### config.mk
export PLATFORM = sky130hd
export DESIGN_NAME = hbs_queue
export DESIGN_NICKNAME = d
export VERILOG_FILES = /design/src/rtl/heightmap_bilinear_sampler_assert.svh /design/src/rtl/hbs_queue.sv
export SDC_FILE = /design/constraint.sdc
export NUM_CORES = 1
export LEC_CHECK = 0
export ABC_AREA = 0
export BUFFER_PORTS_ARGS = -buffer_cell sky130_fd_sc_hd__buf_2
export CAP_MARGIN = 20
export CORE_MARGIN = 4
export CORE_UTILIZATION = 59
export CTS_BUF_LIST = sky130_fd_sc_hd__clkbuf_4 sky130_fd_sc_hd__clkbuf_8
export CTS_CLUSTER_SIZE = 25
export DETAILED_ROUTE_END_ITERATION = 10
export MAX_ROUTING_LAYER = met4
export PLACE_DENSITY = 0.82
export SLEW_MARGIN = 15
export SYNTH_ARGS = -nofsm -noshare
export SYNTH_HDL_FRONTEND = slang
export SYNTH_SLANG_ARGS = --single-unit
export TNS_END_PERCENT = 5
### constraint.sdc
create_clock -name i_clk -period 3.42 [get_ports i_clk]
set_clock_uncertainty 0.2 [all_clocks]
set_input_delay 0.171 -clock i_clk [delete_from_list [all_inputs] [get_ports i_clk]]
set_output_delay 0.171 -clock i_clk [all_outputs]
set_load 0.05 [all_outputs]
### src/rtl/heightmap_bilinear_sampler_assert.svh
// Assertion macros shared by the sampler design.
`ifndef HEIGHTMAP_BILINEAR_SAMPLER_ASSERT_SVH
`define HEIGHTMAP_BILINEAR_SAMPLER_ASSERT_SVH

`ifndef ASSERT_OFF

`define HBS_ASSERT_IMPLIES(label, clk, rst_n, ante, cons, msg) \
    label: assert property (@(posedge clk) disable iff (!(rst_n)) (ante) |-> (cons)) \
        else $error(msg);

`define HBS_ASSERT_NEXT(label, clk, rst_n, ante, cons, msg) \
    label: assert property (@(posedge clk) disable iff (!(rst_n)) (ante) |=> (cons)) \
        else $error(msg);

`else

`define HBS_ASSERT_IMPLIES(label, clk, rst_n, ante, cons, msg)

`define HBS_ASSERT_NEXT(label, clk, rst_n, ante, cons, msg)

`endif

`endif

### src/rtl/hbs_queue.sv
module hbs_queue #(
    parameter int WIDTH = 64,
    parameter int DEPTH = 4,
    localparam int PW   = (DEPTH > 1) ? $clog2(DEPTH) : 1,
    localparam int CNTW = $clog2(DEPTH + 1)
) (
    input  logic             i_clk,
    input  logic             i_rst_n,
    input  logic             i_push,
    input  logic [WIDTH-1:0] i_data,
    output logic             o_full,
    output logic             o_valid,
    input  logic             i_pop,
    output logic [WIDTH-1:0] o_data
);

    logic [WIDTH-1:0] r_buf [DEPTH];
    logic [PW-1:0]    r_wp, r_rp;
    logic [CNTW-1:0]  r_cnt;
    logic [PW-1:0]    n_wp, n_rp;
    logic [CNTW-1:0]  n_cnt;

    assign o_full  = r_cnt == CNTW'(DEPTH);
    assign o_valid = r_cnt != '0;
    assign o_data  = r_buf[r_rp];

    always_comb begin
        n_wp = r_wp;
        n_rp = r_rp;
        if (i_push) begin
            n_wp = (r_wp == PW'(DEPTH - 1)) ? '0 : r_wp + PW'(1);
        end
        if (i_pop) begin
            n_rp = (r_rp == PW'(DEPTH - 1)) ? '0 : r_rp + PW'(1);
        end
        case ({i_push, i_pop})
            2'b10:   n_cnt = r_cnt + CNTW'(1);
            2'b01:   n_cnt = r_cnt - CNTW'(1);
            default: n_cnt = r_cnt;
        endcase
    end

    always_ff @(posedge i_clk) begin
        if (!i_rst_n) begin
            r_wp  <= '0;
            r_rp  <= '0;
            r_cnt <= '0;
        end else begin
            r_wp  <= n_wp;
            r_rp  <= n_rp;
            r_cnt <= n_cnt;
        end
    end

    always_ff @(posedge i_clk) begin
        if (i_push) begin
            r_buf[r_wp] <= i_data;
        end
    end

endmodule

==> impl_metrics.tcl <==
set metrics [dict create \
    numCtsBuffers 40 \
    endpoint_kind "output port" \
    fin_crit_ns 2.72 \
    cp_num_buf_inv 2 \
    cp.arrival_ns 2.34 \
    die_area_um2 18700 \
    overflow 0 \
    path_class "reg2out" \
    drc 0 \
    grt_pass1_wl_um 27600 \
    initial_core_util_pct 60.8 \
    slowest_delay_ns 0.61 \
    start_kind "register" \
    clkLatencyLatePin_ns 0.51 \
    yosys_warnings 0 \
    h-tree-depth 2 \
    finalPower_w 0.00705 \
    die-height_um 137 \
    numPortBuffers 133 \
    syn_area_per_cell_um2 25.9 \
    rsz0062_at_grt "no" \
    crit_slowest_cell "dfxtp_4" \
    nNetsFinal 683 \
    fin_crit_sh_pct 79.4 \
    fmax_ghz 0.368 \
    io_pins 134 \
    cts_sinks 265 \
    hold_viol_final 0 \
    synthCells 377 \
    crit_required_ns 3.05 \
    drt_iter0_markers 338 \
    crit_path_max_fanout 20 \
    antenna_found_initial 0 \
    holdWs_ns 0.211 \
    drtAntennaViolNets 0 \
    status "completed" \
    ir_drop_mv 0.396 \
    routabilityCongestion 0.729 \
    synth-seq-cells 265 \
    drv_slew 0 \
    seq_area_frac_synth_pct 80.6 \
    max-clock-path-buffers 3 \
    row_count 46 \
    fin_tns_setup_ns 0 \
    cap_violations 0 \
    die_x_um 137 \
    fp.coreArea_um2 16100 \
    power_density_nw_per_um2 588 \
    drive_gt1_share_pct 41.2 \
    cts-root-buf "clkbuf_8" \
    n_antenna_cell 0 \
    path_delay_family "flip-flops" \
    setup_viol 0 \
    cts_tree "yes" \
    fillCellCount 905 \
    post_cts_resized 0 \
    area.growth.synth_to_final_pct 22.7 \
    drt_pre_antenna_iters 4 \
    tightest_slew_ns 1.02 \
    ys_types 21 \
    syn_nets 452 \
    syn_area_um2 9770 \
    avgViaCountPerCell 5.54 \
    routed_wl_um 18000 \
    crit_chain "buf_4 -> mux4_1 -> buf_2" \
    num_vias 4692 \
    track_usage_pct 20.7 \
    hpwl_um 9630 \
    max_slew_margin_pct 32.2 \
    hold_class "in2reg" \
    grt_max_degree 65 \
    grt_pass1_vias 5036 \
    clk_pin_slew_ns 0.06 \
    multi_input_area_um2 1730 \
    p_leak_nw 4.13 \
    register_area_um2 7880 \
    wire_per_inst_um 21.2 \
]
-- logic make-up after synthesis --
logic type	after synthesis	share of synthesized area [%]
AOI/OAI and AO/OA	4	0.256
xor gates and xnor gates	2	0.179
adders and majority gates	7	0.974
buffers and inverters	17	1.82
DFF	265	80.6
muxes	67	15.2
and+or+nand+nor	15	0.999
-- where the power goes --
part	internal (W)	switching (W)	total [W]
logic	0.000313	0.000604	0.000917
clock network	0.00129	0.00107	0.00236
registers	0.00370	0.0000684	0.00377
-- cells in the final DEF, fill, tap and decap left out --
| master | instances |
|---|---|
| xnor2_1 | 2 |
| and2_1 | 1 |
| or3_1 | 2 |
| inv_1 | 3 |
| buf_2 | 133 |
| and2_4 | 4 |
| a21boi_0 | 1 |
| o21a_1 | 1 |
| fa_1 | 1 |
| dfxtp_4 | 2 |
| ha_1 | 6 |
| mux4_1 | 4 |
| a21oi_1 | 1 |
| mux4_2 | 60 |
| buf_4 | 1 |
| dfxtp_1 | 7 |
| mux2i_1 | 3 |
| nor3b_1 | 3 |
| nor2b_1 | 5 |
| clkinv_1 | 6 |
| edfxtp_1 | 256 |
| o21ai_0 | 1 |
| dlygate4sd3_1 | 68 |
| buf_12 | 1 |
| clkbuf_8 | 41 |
| clkbuf_4 | 18 |
-- what timing repair did --
action	CTS	global route
hold buffers	68	0
setup buffers	0	0
endpoints found under the hold margin	265	0
-- cell type report --
type,instances,area share (%)
Sequential cell,265,65.7
Inverter,3,0.0940
Multi-Input combinational cell,95,14.4
Tap cell,216,2.26
Timing Repair Buffer,203,11.5
Clock inverter,6,0.188
Clock buffer,59,5.84
-- worst paths after layout --
path | start | to | slack [ns] | depth (start not counted)
worst min register to register | r_cnt[2]$_SDFFE_PN0P_ | r_cnt[2]$_SDFFE_PN0P_ | 0.34 | 2
worst max-delay path | register | o_data[59] | 0.70 | 3
worst max register to register | r_wp[0]$_SDFFE_PN0P_ | r_buf[3][39]$_DFFE_PP_ | 1.34 | 2
worst min-delay path | i_data[30] | r_buf[1][30]$_DFFE_PP_ | 0.21 | 2
-- cell usage after synthesis (all sizes together) --
cell | n | share of area, %
ha | 6 | 0.77
buf | 13 | 1.7
clkbuf | 1 | 0.051
mux4 | 64 | 15
o21ai | 1 | 0.051
a21boi | 1 | 0.077
fa | 1 | 0.20
edfxtp | 256 | 79
o21a | 1 | 0.077
nor2b | 5 | 0.32
inv | 3 | 0.12
nor3b | 3 | 0.23
xnor2 | 2 | 0.18
a21oi | 1 | 0.051
and2 | 5 | 0.32
dfxtp | 9 | 1.8
or3 | 2 | 0.13
mux2i | 3 | 0.31
-- state kept, by name, summed over array words and instances, names as in the netlist, named ones only --
name and count:
r_wp 2, r_buf 256, r_cnt 3, r_rp 2
-- through the flow --
stage	area, µm²	utilization [%]	setup slack (ns)	instances
2_1_floorplan	9770	-	0.736	377
3_3_place_gp	10600	65.9	1.22	714
3_5_place_dp	10600	65.9	1.19	714
4_1_cts	12000	74.6	0.630	847
5_1_grt	12000	74.6	0.554	847
6_report	12000	74.6	0.705	847
-- routing by layer --
layer	wire (µm)	vias to the layer above	track usage [%]	part of all wire, %
met5	0	-	-	0
met4	363	0	6.94	2.0
met3	1010	35	4.19	5.6
met2	9550	155	34.0	53
met1	7070	2430	26.3	39
li1	-	2072	-	-
-- worst reg2reg max path: cells and delay by family, from the launching register on --
family / cells / cell delay [ns]
and+or+nand+nor: 1 / 0.77
adders and majority gates: 1 / 0.21
DFF: 1 / 0.41
Power figures use the tool's default switching activity.
